### src/rtl/etc_pkg.sv
// Package for the epoch-to-calendar converter.
// Holds the reciprocal constants and the month start table. No dependencies.
package etc_pkg;

  localparam int unsigned SECONDS_PER_DAY = 86400;
  localparam int unsigned DAY_SHIFT       = 35;
  localparam logic [25:0] DAY_RECIP       =
      26'(((64'd1 << DAY_SHIFT) + 64'd674) / 64'd675);

  localparam int unsigned GROUP_DAYS  = 1461;
  localparam int unsigned GROUP_SHIFT = 27;
  localparam logic [16:0] GROUP_RECIP =
      17'(((64'd1 << GROUP_SHIFT) + 64'd1460) / 64'd1461);

  localparam int unsigned WEEK_SHIFT = 19;
  localparam logic [16:0] WEEK_RECIP =
      17'(((64'd1 << WEEK_SHIFT) + 64'd6) / 64'd7);

  localparam int unsigned HOUR_SHIFT = 21;
  localparam logic [13:0] HOUR_RECIP =
      14'(((64'd1 << HOUR_SHIFT) + 64'd224) / 64'd225);

  localparam int unsigned MIN_SHIFT = 14;
  localparam logic [10:0] MIN_RECIP =
      11'(((64'd1 << MIN_SHIFT) + 64'd14) / 64'd15);

  localparam logic [15:0] DAY_MAR1_2100 = 16'd47541;
  localparam logic [7:0]  YEAR_2100     = 8'd200;
  localparam logic [7:0]  YEAR_GROUP0   = 8'd69;
  localparam logic [8:0]  DAY_MAR1_LEAP = 9'd60;

  localparam logic [3:0] MONTH_JAN = 4'd0;
  localparam logic [3:0] MONTH_FEB = 4'd1;
  localparam logic [3:0] MONTH_MAR = 4'd2;
  localparam logic [3:0] MONTH_APR = 4'd3;
  localparam logic [3:0] MONTH_MAY = 4'd4;
  localparam logic [3:0] MONTH_JUN = 4'd5;
  localparam logic [3:0] MONTH_JUL = 4'd6;
  localparam logic [3:0] MONTH_AUG = 4'd7;
  localparam logic [3:0] MONTH_SEP = 4'd8;
  localparam logic [3:0] MONTH_OCT = 4'd9;
  localparam logic [3:0] MONTH_NOV = 4'd10;
  localparam logic [3:0] MONTH_DEC = 4'd11;

  function automatic logic [8:0] month_start(input logic leap, input logic [3:0] mon);
    logic [8:0] base;
    unique case (mon)
      MONTH_JAN: base = 9'd0;
      MONTH_FEB: base = 9'd31;
      MONTH_MAR: base = 9'd59;
      MONTH_APR: base = 9'd90;
      MONTH_MAY: base = 9'd120;
      MONTH_JUN: base = 9'd151;
      MONTH_JUL: base = 9'd181;
      MONTH_AUG: base = 9'd212;
      MONTH_SEP: base = 9'd243;
      MONTH_OCT: base = 9'd273;
      MONTH_NOV: base = 9'd304;
      MONTH_DEC: base = 9'd334;
      default:   base = 9'd0;
    endcase
    if (leap && (mon >= MONTH_MAR)) begin
      base = base + 9'd1;
    end
    return base;
  endfunction

endpackage

### src/rtl/etc_in_if.sv
// Input channel of the epoch-to-calendar converter.
// Carries one timestamp per transfer with a valid/ready handshake. No dependencies.
interface etc_in_if;
  logic        valid;
  logic        ready;
  logic [31:0] epoch_seconds;
  logic        kind;

  modport source (output valid, output epoch_seconds, output kind, input ready);
  modport sink (input valid, input epoch_seconds, input kind, output ready);
endinterface

### src/rtl/etc_out_if.sv
// Output channel of the epoch-to-calendar converter.
// Carries one broken-down date per transfer with a valid/ready handshake. No dependencies.
interface etc_out_if;
  logic       valid;
  logic       ready;
  logic [5:0] second;
  logic [5:0] minute;
  logic [4:0] hour;
  logic [2:0] weekday;
  logic [7:0] years_since_1900;
  logic [8:0] day_of_year;
  logic [3:0] month_index;
  logic [4:0] day_of_month;

  modport source (output valid, output second, output minute, output hour, output weekday,
                  output years_since_1900, output day_of_year, output month_index,
                  output day_of_month, input ready);
  modport sink (input valid, input second, input minute, input hour, input weekday,
                input years_since_1900, input day_of_year, input month_index,
                input day_of_month, output ready);
endinterface

### src/rtl/epoch_to_calendar_top.sv
// Epoch-to-calendar converter top level.
// Depends on etc_pkg, etc_in_if and etc_out_if.
//
// Converts unsigned 32-bit seconds since 1970-01-01 UTC into a Gregorian date and
// time of day (years 1970 to 2106). With kind set, the signed zone offset written
// on the configuration port is subtracted first, modulo 2^32. The block takes one
// transfer per cycle while the output is not stalled; each result passes through the
// eight-stage pipeline of reciprocal multiplies that replaces the divisions by day,
// four-year group, week, hour and minute. Each stage holds its item while the next
// one is full and cannot move on, so a stalled output only backs up as far as the
// first empty stage. The offset should only be written while idle.
module epoch_to_calendar_top (
  input  logic                clk,
  input  logic                rst,
  input  logic                cfg_wr_en,
  input  logic signed [16:0]  cfg_wr_data,
  etc_in_if.sink              stamp,
  etc_out_if.source           calendar
);
  import etc_pkg::*;

  localparam int unsigned NUM_STAGES = 8;

  logic signed [16:0]    zone_offset;
  logic [NUM_STAGES-1:0] vld;
  logic [NUM_STAGES-1:0] adv;

  logic [31:0] t1;
  logic [31:0] t2;
  logic [50:0] p2;
  logic [15:0] days3;
  logic [16:0] sod3;
  logic [15:0] g4;
  logic [33:0] pg4;
  logic [15:0] x4;
  logic [32:0] pw4;
  logic [16:0] sod4;
  logic [26:0] ph4;
  logic [5:0]  q5;
  logic [10:0] r5;
  logic [2:0]  wd5;
  logic [4:0]  hour5;
  logic [11:0] ms5;
  logic [1:0]  yi6;
  logic [8:0]  doy6;
  logic [7:0]  year6;
  logic [20:0] pm6;
  logic [11:0] ms6;
  logic [2:0]  wd6;
  logic [4:0]  hour6;
  logic        leap7;
  logic [3:0]  mon7;
  logic [8:0]  doyph7;
  logic [8:0]  doy7;
  logic [7:0]  year7;
  logic [5:0]  min7;
  logic [11:0] ms7;
  logic [2:0]  wd7;
  logic [4:0]  hour7;

  logic [31:0] t1_next;
  logic [15:0] days3_next;
  logic [31:0] sod3_wide;
  logic [15:0] dph4;
  logic [5:0]  q5_next;
  logic [12:0] qw5;
  logic [15:0] r5_wide;
  logic [15:0] wd5_wide;
  logic [4:0]  hour5_next;
  logic [16:0] ms5_wide;
  logic [1:0]  yi6_next;
  logic [10:0] doy6_wide;
  logic [3:0]  mon7_next;
  logic        fix7;
  logic [8:0]  dom8_wide;
  logic [11:0] sec8_wide;

  always_comb begin
    adv[NUM_STAGES-1] = !vld[NUM_STAGES-1] || calendar.ready;
    for (int k = NUM_STAGES - 2; k >= 0; k--) begin
      adv[k] = !vld[k] || adv[k+1];
    end
  end

  assign stamp.ready = adv[0];

  always_ff @(posedge clk) begin
    if (rst) begin
      zone_offset <= '0;
      vld         <= '0;
    end else begin
      if (cfg_wr_en) begin
        zone_offset <= cfg_wr_data;
      end
      if (adv[0]) begin
        vld[0] <= stamp.valid;
      end
      for (int k = 1; k < NUM_STAGES; k++) begin
        if (adv[k]) begin
          vld[k] <= vld[k-1];
        end
      end
    end
  end

  assign t1_next = stamp.kind ? (stamp.epoch_seconds - 32'(zone_offset))
                              : stamp.epoch_seconds;

  assign days3_next = p2[50:35];
  assign sod3_wide  = t2 - (32'(days3_next) * 32'(SECONDS_PER_DAY));

  assign dph4 = days3 + ((days3 >= DAY_MAR1_2100) ? 16'd1 : 16'd0);

  assign q5_next    = pg4[32:27];
  assign qw5        = pw4[31:19];
  assign hour5_next = ph4[25:21];
  assign r5_wide    = g4 - (16'(q5_next) * 16'(GROUP_DAYS));
  assign wd5_wide   = x4 - (16'(qw5) * 16'd7);
  assign ms5_wide   = sod4 - (17'(hour5_next) * 17'd3600);

  always_comb begin
    if (r5 >= 11'd1095) begin
      yi6_next = 2'd3;
    end else if (r5 >= 11'd730) begin
      yi6_next = 2'd2;
    end else if (r5 >= 11'd365) begin
      yi6_next = 2'd1;
    end else begin
      yi6_next = 2'd0;
    end
  end

  assign doy6_wide = r5 - (11'(yi6_next) * 11'd365);

  always_comb begin
    mon7_next = MONTH_JAN;
    for (int m = 1; m < 12; m++) begin
      if (doy6 >= month_start(yi6 == 2'd3, 4'(m))) begin
        mon7_next = mon7_next + 4'd1;
      end
    end
  end

  assign fix7 = (year6 == YEAR_2100) && (doy6 >= DAY_MAR1_LEAP);

  assign dom8_wide = doyph7 - month_start(leap7, mon7) + 9'd1;
  assign sec8_wide = ms7 - (12'(min7) * 12'd60);

  always_ff @(posedge clk) begin
    if (adv[0]) begin
      t1 <= t1_next;
    end
    if (adv[1]) begin
      t2 <= t1;
      p2 <= 51'(t1[31:7]) * 51'(DAY_RECIP);
    end
    if (adv[2]) begin
      days3 <= days3_next;
      sod3  <= sod3_wide[16:0];
    end
    if (adv[3]) begin
      g4   <= dph4 + 16'd365;
      pg4  <= 34'(dph4 + 16'd365) * 34'(GROUP_RECIP);
      x4   <= days3 + 16'd4;
      pw4  <= 33'(days3 + 16'd4) * 33'(WEEK_RECIP);
      sod4 <= sod3;
      ph4  <= 27'(sod3[16:4]) * 27'(HOUR_RECIP);
    end
    if (adv[4]) begin
      q5    <= q5_next;
      r5    <= r5_wide[10:0];
      wd5   <= wd5_wide[2:0];
      hour5 <= hour5_next;
      ms5   <= ms5_wide[11:0];
    end
    if (adv[5]) begin
      yi6   <= yi6_next;
      doy6  <= doy6_wide[8:0];
      year6 <= YEAR_GROUP0 + {q5, 2'b00} + 8'(yi6_next);
      pm6   <= 21'(ms5[11:2]) * 21'(MIN_RECIP);
      ms6   <= ms5;
      wd6   <= wd5;
      hour6 <= hour5;
    end
    if (adv[6]) begin
      leap7  <= (yi6 == 2'd3);
      mon7   <= mon7_next;
      doyph7 <= doy6;
      doy7   <= doy6 - (fix7 ? 9'd1 : 9'd0);
      year7  <= year6;
      min7   <= pm6[19:14];
      ms7    <= ms6;
      wd7    <= wd6;
      hour7  <= hour6;
    end
    if (adv[7]) begin
      calendar.second           <= sec8_wide[5:0];
      calendar.minute           <= min7;
      calendar.hour             <= hour7;
      calendar.weekday          <= wd7;
      calendar.years_since_1900 <= year7;
      calendar.day_of_year      <= doy7;
      calendar.month_index      <= mon7;
      calendar.day_of_month     <= dom8_wide[4:0];
    end
  end

  assign calendar.valid = vld[NUM_STAGES-1];

endmodule
### src/flat_wrapper.sv
// flat-port wrapper written by rule: the top's interface ports become plain ports
module epoch_to_calendar_top_flat import etc_pkg::*;
  (clk, rst, cfg_wr_en, cfg_wr_data, stamp_valid, stamp_epoch_seconds, stamp_kind, stamp_ready, calendar_valid, calendar_second, calendar_minute, calendar_hour, calendar_weekday, calendar_years_since_1900, calendar_day_of_year, calendar_month_index, calendar_day_of_month, calendar_ready);
  etc_in_if stamp_i ();
  etc_out_if calendar_i ();
  input  logic clk;
  input  logic rst;
  input  logic cfg_wr_en;
  input  logic signed [16:0] cfg_wr_data;
  input wire logic [$bits(stamp_i.valid)-1:0] stamp_valid;
  input wire logic [$bits(stamp_i.epoch_seconds)-1:0] stamp_epoch_seconds;
  input wire logic [$bits(stamp_i.kind)-1:0] stamp_kind;
  output wire logic [$bits(stamp_i.ready)-1:0] stamp_ready;
  output wire logic [$bits(calendar_i.valid)-1:0] calendar_valid;
  output wire logic [$bits(calendar_i.second)-1:0] calendar_second;
  output wire logic [$bits(calendar_i.minute)-1:0] calendar_minute;
  output wire logic [$bits(calendar_i.hour)-1:0] calendar_hour;
  output wire logic [$bits(calendar_i.weekday)-1:0] calendar_weekday;
  output wire logic [$bits(calendar_i.years_since_1900)-1:0] calendar_years_since_1900;
  output wire logic [$bits(calendar_i.day_of_year)-1:0] calendar_day_of_year;
  output wire logic [$bits(calendar_i.month_index)-1:0] calendar_month_index;
  output wire logic [$bits(calendar_i.day_of_month)-1:0] calendar_day_of_month;
  input wire logic [$bits(calendar_i.ready)-1:0] calendar_ready;
  assign stamp_i.valid = stamp_valid;
  assign stamp_i.epoch_seconds = stamp_epoch_seconds;
  assign stamp_i.kind = stamp_kind;
  assign stamp_ready = stamp_i.ready;
  assign calendar_valid = calendar_i.valid;
  assign calendar_second = calendar_i.second;
  assign calendar_minute = calendar_i.minute;
  assign calendar_hour = calendar_i.hour;
  assign calendar_weekday = calendar_i.weekday;
  assign calendar_years_since_1900 = calendar_i.years_since_1900;
  assign calendar_day_of_year = calendar_i.day_of_year;
  assign calendar_month_index = calendar_i.month_index;
  assign calendar_day_of_month = calendar_i.day_of_month;
  assign calendar_i.ready = calendar_ready;
  epoch_to_calendar_top u_core (.clk(clk), .rst(rst), .cfg_wr_en(cfg_wr_en), .cfg_wr_data(cfg_wr_data), .stamp(stamp_i), .calendar(calendar_i));
endmodule
### config.mk
export PLATFORM = sky130hd
export DESIGN_NAME = epoch_to_calendar_top_flat
export DESIGN_NICKNAME = d
export VERILOG_FILES = /design/src/rtl/etc_pkg.sv /design/src/rtl/etc_in_if.sv /design/src/rtl/etc_out_if.sv /design/src/rtl/epoch_to_calendar_top.sv /design/src/flat_wrapper.sv
export SDC_FILE = /design/constraint.sdc
export NUM_CORES = 2
export LEC_CHECK = 0
export ABC_CLOCK_PERIOD_IN_PS = 13160
export BUFFER_PORTS_ARGS = -buffer_cell sky130_fd_sc_hd__buf_2
export CORE_MARGIN = 2
export CORE_UTILIZATION = 55
export DETAILED_ROUTE_END_ITERATION = 10
export PLACE_DENSITY = 0.72
export SYNTH_ARGS = -nofsm -noshare
export SYNTH_HDL_FRONTEND = slang
export SYNTH_SLANG_ARGS = --single-unit
### constraint.sdc
create_clock -name clk -period 13.16 [get_ports clk]
set_input_delay 0.658 -clock clk [delete_from_list [all_inputs] [get_ports clk]]
set_output_delay 0.658 -clock clk [all_outputs]
set_load 0.005 [all_outputs]
### Word level (Yosys, flattened, before mapping)

Memory sizes are Yosys's and may differ from the RTL's. A register that Yosys moved wholly into a read port is not among the register bits.
Index checks and enable logic that the tools add are counted.
W data, S select, Z words.

* ROM bits: 144
* output and inout port bits: 48
* bits in registers: 456
* logic and storage cells: 155
* memories: 1

* reductions and logical operators: 18
* multipliers: 11
* add/subtract/negate cells: 28
* eq/ne operators: 2
* multiplexer cells: 29
* magnitude comparators: 17

Memory list
* (name not given): depth 16, bits a word 9, read ports 1, clocked after memory_dff 1, write ports 0, RTL line etc_pkg.sv:47 `unique case (mon)`

Operators by type and width (number)
* $mul A25 B26 Y51 const B: 1
* $mux W4: 12
* $add A4 B1 Y4 const B: 9
* $ge A9 B8 Y1: 4
* $mul A17 B17 Y32 const B: 1
* $mux W32: 1
* $sub A32 B32 Y32: 1
* $mul A17 B15 Y31 const B: 1
* $ge A9 B9 Y1: 3
* $mul A13 B14 Y26 const B: 1
* $mul A10 B11 Y20 const B: 1
* $ge A9 B7 Y1: 2
* $add A16 B3 Y17 const B: 1
* $add A16 B9 Y17 const B: 1
* $sub A17 B17 Y17: 1
* $add A16 B1 Y16: 1
* $ge A16 B16 Y1 const B: 1
* $mul A16 B10 Y10 const B: 1
* $mul A13 B3 Y3 const B: 1
* $sub A12 B12 Y12: 1
* $add A11 B9 Y11 const B: 1
* $ge A11 B10 Y1 const B: 1
* $ge A11 B11 Y1 const B: 1
* $ge A11 B9 Y1 const B: 1
* other kinds (28): 56

### Longest topological paths before layout

* depth after elaboration: 23
* mapped depth: 42
* depth with buffers taken out: 42

### Worst setup path after synthesis

No wires, ideal clock.

* path type: flip-flop to flip-flop
* start: reg u_core.days3[3]
* end: reg u_core.pg4[32] (data pin)
* data required time: 12.900 ns
* arrival: 8.882 ns
* path slack: 4.018 ns
* buffers on the path: 1
* stages on the path, launching flop included: 41
* cell sequence: edfxtp_1 -> inv_1 -> ha_1 -> o21ai_0 -> a21oi_1 -> o211ai_1 -> nand2_1 -> a21oi_1 -> nor2b_1 -> ha_1 -> ha_1 -> clkbuf_1 -> nand2_1 -> nor2_1 -> nand4b_1 -> a21oi_1 -> a31oi_1 -> or3b_2 -> [... 5 more ...] -> inv_1 -> fa_1 -> inv_1 -> fa_1 -> fa_1 -> inv_1 -> fa_1 -> inv_1 -> ha_1 -> nand3_1 -> nor2_1 -> a2111oi_0 -> nor2_1 -> a21oi_1 -> o21ai_0 -> o41a_1 -> a21oi_1 -> xnor2_1

* cells in the longest elaborated chain, start to end: 5

Ends and longest elaborated chain
* from (decl): RTL line epoch_to_calendar_top.sv:31 `logic [15:0] days3;`
* from (signal assigned): RTL line epoch_to_calendar_top.sv:158 `days3 <= days3_next;`
* $ge A16 B16 Y1: RTL line epoch_to_calendar_top.sv:112 `assign dph4 = days3 + ((days3 >= DAY_MAR1_2100) ? 16'd1 : 16'd0);`
* $mux W1: RTL line epoch_to_calendar_top.sv:112
* $add A16 B1 Y16 *: RTL line epoch_to_calendar_top.sv:112
* $add A16 B9 Y17 *: RTL line epoch_to_calendar_top.sv:163 `pg4 <= 34'(dph4 + 16'd365) * 34'(GROUP_RECIP);`
* $mul A17 B15 Y31 *: RTL line epoch_to_calendar_top.sv:163
* to (signal assigned): RTL line epoch_to_calendar_top.sv:163
* to (decl): RTL line epoch_to_calendar_top.sv:34 `logic [33:0] pg4;`

Every way passes the cells marked *; elsewhere a longest branch is shown, timed or not.
A chain may end at the register's enable or synchronous reset.

### Worst setup path after layout

* start: reg u_core.days3[2]
* end: reg u_core.pg4[32] (data pin)

Same word-level chain as after synthesis.

==> flow_metrics.tcl <==
set metrics [dict create \
    status "finished, final reports clean" \
    async_flop_share_pct 0 \
    tns_ns 0 \
    tightestPinTransition_ns 1.064 \
    ctsResizeCount 0 \
    ctsHoldBuffers 0 \
    dr.pass1.iters 5 \
    hold_class "input pin to flop" \
    vias 23564 \
    report.final.slew_viol_count 0 \
    die_width_um 266.5 \
    arrival_ns 10.81 \
    clk_latency_ns 0.58 \
    grt_pass1_vias 24680 \
    dp_hpwl_um 63250 \
    synth_enable_flop_cells 307 \
    crit_start "u_core.days3[2]$_DFFE_PP_" \
    grt_pass1_wl_um 126000 \
    globalplace.congestion 0.8864 \
    vias_per_cell 5.267 \
    post_drt_wl_per_cell_um 16.97 \
    grt_max_degree 55 \
    portBuffers 102 \
    cp-start-kind "flop" \
    netlist_area_mm2 0.03791 \
    crit_top_cell "fa_1" \
    drtAntennaViolNets 0 \
    yosys_warnings 0 \
    grt_usage_pct 22.51 \
    clock_skew_ns 0.02155 \
    cts_tree "done" \
    critPathCapture "u_core.pg4[32]$_DFFE_PP_" \
    start_util_pct 55.37 \
    die-area_mm2 0.07104 \
    rsz0062_at_grt "no" \
    relSlewSlack_pct 28.83 \
    cts_buffers 39 \
    cts-root-buf "clkbuf_16" \
    yosysSeqAreaShare_pct 25.90 \
    n_antenna_cell 0 \
    dieHeight_um 266.5 \
    period_share_pct 79.71 \
    fin_nets 4782 \
    slowest_stage "edfxtp_1" \
    post_cts_buffers 0 \
    critPathKind "flop to flop" \
    synthesis.nets 4659 \
    synth_ff_type "edfxtp_1" \
    grt_overflow 0 \
    worstHoldStart "cfg_wr_data[0]" \
    rr_startpoint "u_core.days3[2]$_DFFE_PP_" \
    rows 96 \
    drc 0 \
    clockBufferDepth 3 \
    antenna_found_initial 0 \
    reg2reg_depth 39 \
    fmax_mhz 95.33 \
    final_hold_viol_count 0 \
    io_pins 103 \
    syn_inst 3439 \
    syn_to_final_growth_pct 7.503 \
    worst-r2r-setup-slack_ns 2.67 \
    path_clk_slew_ns 0.06 \
    wl_um 75950 \
    cp_max_fo 12 \
    slowest_delay_ns 0.63 \
    synth-seq-cells 337 \
    maxCapViolations 0 \
    setup_violations 0 \
    required_ns 13.48 \
    min_period_ns 10.49 \
    cts_sinks 337 \
    drt_iter0_markers 1056 \
    worst_r2r_endpoint "u_core.pg4[32]$_DFFE_PP_" \
    core_mm2 0.06847 \
    setup.worst_path.end_class "flop" \
    synth.distinct_cells 91 \
    drive_above_1_share_pct 6.347 \
    syn_area_per_cell_um2 11.02 \
    cts_htree_levels 2 \
]
==> sequential cells by signal, summed over array words and instances (netlist names), 8 cells and up, named ones only <==
register	flops
u_core.calendar.day_of_year	9
u_core.calendar.years_since_1900	8
u_core.days3	16
u_core.doy6	9
u_core.doy7	9
u_core.g4	11
u_core.ms5	12
u_core.p2	18
u_core.ph4	8
u_core.r5	11
u_core.sod3	17
u_core.sod4	9
u_core.t1	32
u_core.t2	15
u_core.vld	8
u_core.year6	8
u_core.year7	8
u_core.zone_offset	17
==> synthesized netlist by cell type, types with 6 or more instances <==
| cell | number | share of area [%] |
|---|---|---|
| o21ai_0 | 67 | 0.88 |
| xnor2_1 | 154 | 3.6 |
| nand3_1 | 30 | 0.40 |
| nor2b_1 | 24 | 0.40 |
| fa_1 | 390 | 21 |
| o31ai_1 | 13 | 0.26 |
| nor2_1 | 114 | 1.1 |
| dfxtp_1 | 30 | 1.6 |
| a21o_1 | 57 | 1.1 |
| nand2_1 | 100 | 0.99 |
| a21boi_0 | 7 | 0.14 |
| mux2_2 | 26 | 0.77 |
| o211ai_1 | 9 | 0.18 |
| nor3_1 | 31 | 0.41 |
| nand2b_1 | 16 | 0.26 |
| edfxtp_1 | 307 | 24 |
| o21bai_1 | 22 | 0.44 |
| nand4b_1 | 6 | 0.14 |
| a211oi_1 | 11 | 0.22 |
| nand4_1 | 17 | 0.28 |
| a31oi_1 | 13 | 0.21 |
| mux2i_1 | 28 | 0.74 |
| and2_1 | 7 | 0.12 |
| inv_1 | 812 | 8.0 |
| and3_1 | 14 | 0.23 |
| o21a_1 | 21 | 0.42 |
| clkbuf_1 | 23 | 0.23 |
| a21oi_1 | 117 | 1.5 |
| xor2_1 | 72 | 1.7 |
| ha_1 | 775 | 26 |
==> cell type report <==
class / count / area, um^2
fill: 5627 / 27720
multi-input combinational: 2256 / 24890
sequential: 337 / 9819
inverter: 813 / 3052
tap: 882 / 1104
clock buffer: 43 / 991.0
timing repair buffer: 115 / 608.1
clock inverter: 28 / 282.8
==> metrics by stage <==
stage / instance area, um^2 / setup slack, ns / utilization (%) / hold WS [ns] / std cells
2_1_floorplan: 37910 / 4.018 / - / 0.4003 / 3439
3_3_place_gp: 39480 / 2.891 / 57.66 / 0.4007 / 4403
3_5_place_dp: 39480 / 2.762 / 57.66 / 0.4045 / 4403
4_1_cts: 40750 / 2.681 / 59.52 / 0.2915 / 4474
5_1_grt: 40750 / 1.765 / 59.52 / 0.3210 / 4474
6_report: 40750 / 2.670 / 59.52 / 0.3183 / 4474
==> worst min path at each step <==
stage / endpoint / slack (ns) / depth (start not counted)
2_1_floorplan: u_core.calendar.day_of_year[0]$_DFFE_PP_ / 0.40 / 0
3_3_place_gp: u_core.min7[4]$_DFFE_PN_ / 0.40 / 0
3_5_place_dp: u_core.calendar.day_of_year[8]$_DFFE_PP_ / 0.40 / 0
4_1_cts: u_core.zone_offset[1]$_SDFFE_PP0P_ / 0.29 / 3
5_1_grt: u_core.zone_offset[9]$_SDFFE_PP0P_ / 0.32 / 3
6_report: u_core.zone_offset[0]$_SDFFE_PP0P_ / 0.32 / 3
==> logic make-up after synthesis <==
kind of cell / after synthesis / synth area share (%)
simple gates: 394 / 5.106
mux: 54 / 1.512
flops: 337 / 25.90
xor+xnor: 235 / 5.707
fa+ha+maj: 1165 / 46.18
compound gates: 408 / 7.156
buf+inv: 846 / 8.437
==> worst max-delay path, delay by kind of cell (launching register included) <==
| family | cells | cell delay, ns |
|---|---|---|
| adder cells (fa/ha/maj) | 10 | 4.29 |
| AND/OR/NAND/NOR | 9 | 1.37 |
| XOR/XNOR | 3 | 0.61 |
| flip-flops | 1 | 0.63 |
| AO/OA/AOI/OAI | 12 | 2.88 |
| buffers and inverters | 5 | 0.45 |
==> cell usage in the layout, fill, tap and decap left out, types with 9 or more instances in the layout <==
cell	count
nor2b_1	24
and3_1	14
nand4_1	17
nand3_1	30
fa_1	390
o21bai_1	22
o21a_1	21
a31oi_1	13
a211oi_1	11
o21ai_0	67
ha_1	775
clkbuf_16	39
o211ai_1	9
buf_2	102
xor2_1	72
edfxtp_1	307
inv_1	811
xnor2_1	154
nor3_1	31
a21o_1	57
buf_4	13
nor2_1	114
mux2i_1	28
o31ai_1	13
a21oi_1	117
dfxtp_1	30
mux2_2	26
nand2b_1	16
nand2_1	98
==> per-layer routing <==
metal  up-vias  track usage (%)  routed length, um
li1      11652                -                  -
met1     11426            29.41              33980
met2       378            39.70              37500
met3       108            2.436               2451
met4         0            6.195               2017
met5         -                0                  0
Power is not shown: default switching activity piles up to over one toggle a cycle in this logic, so the estimate is an artifact.
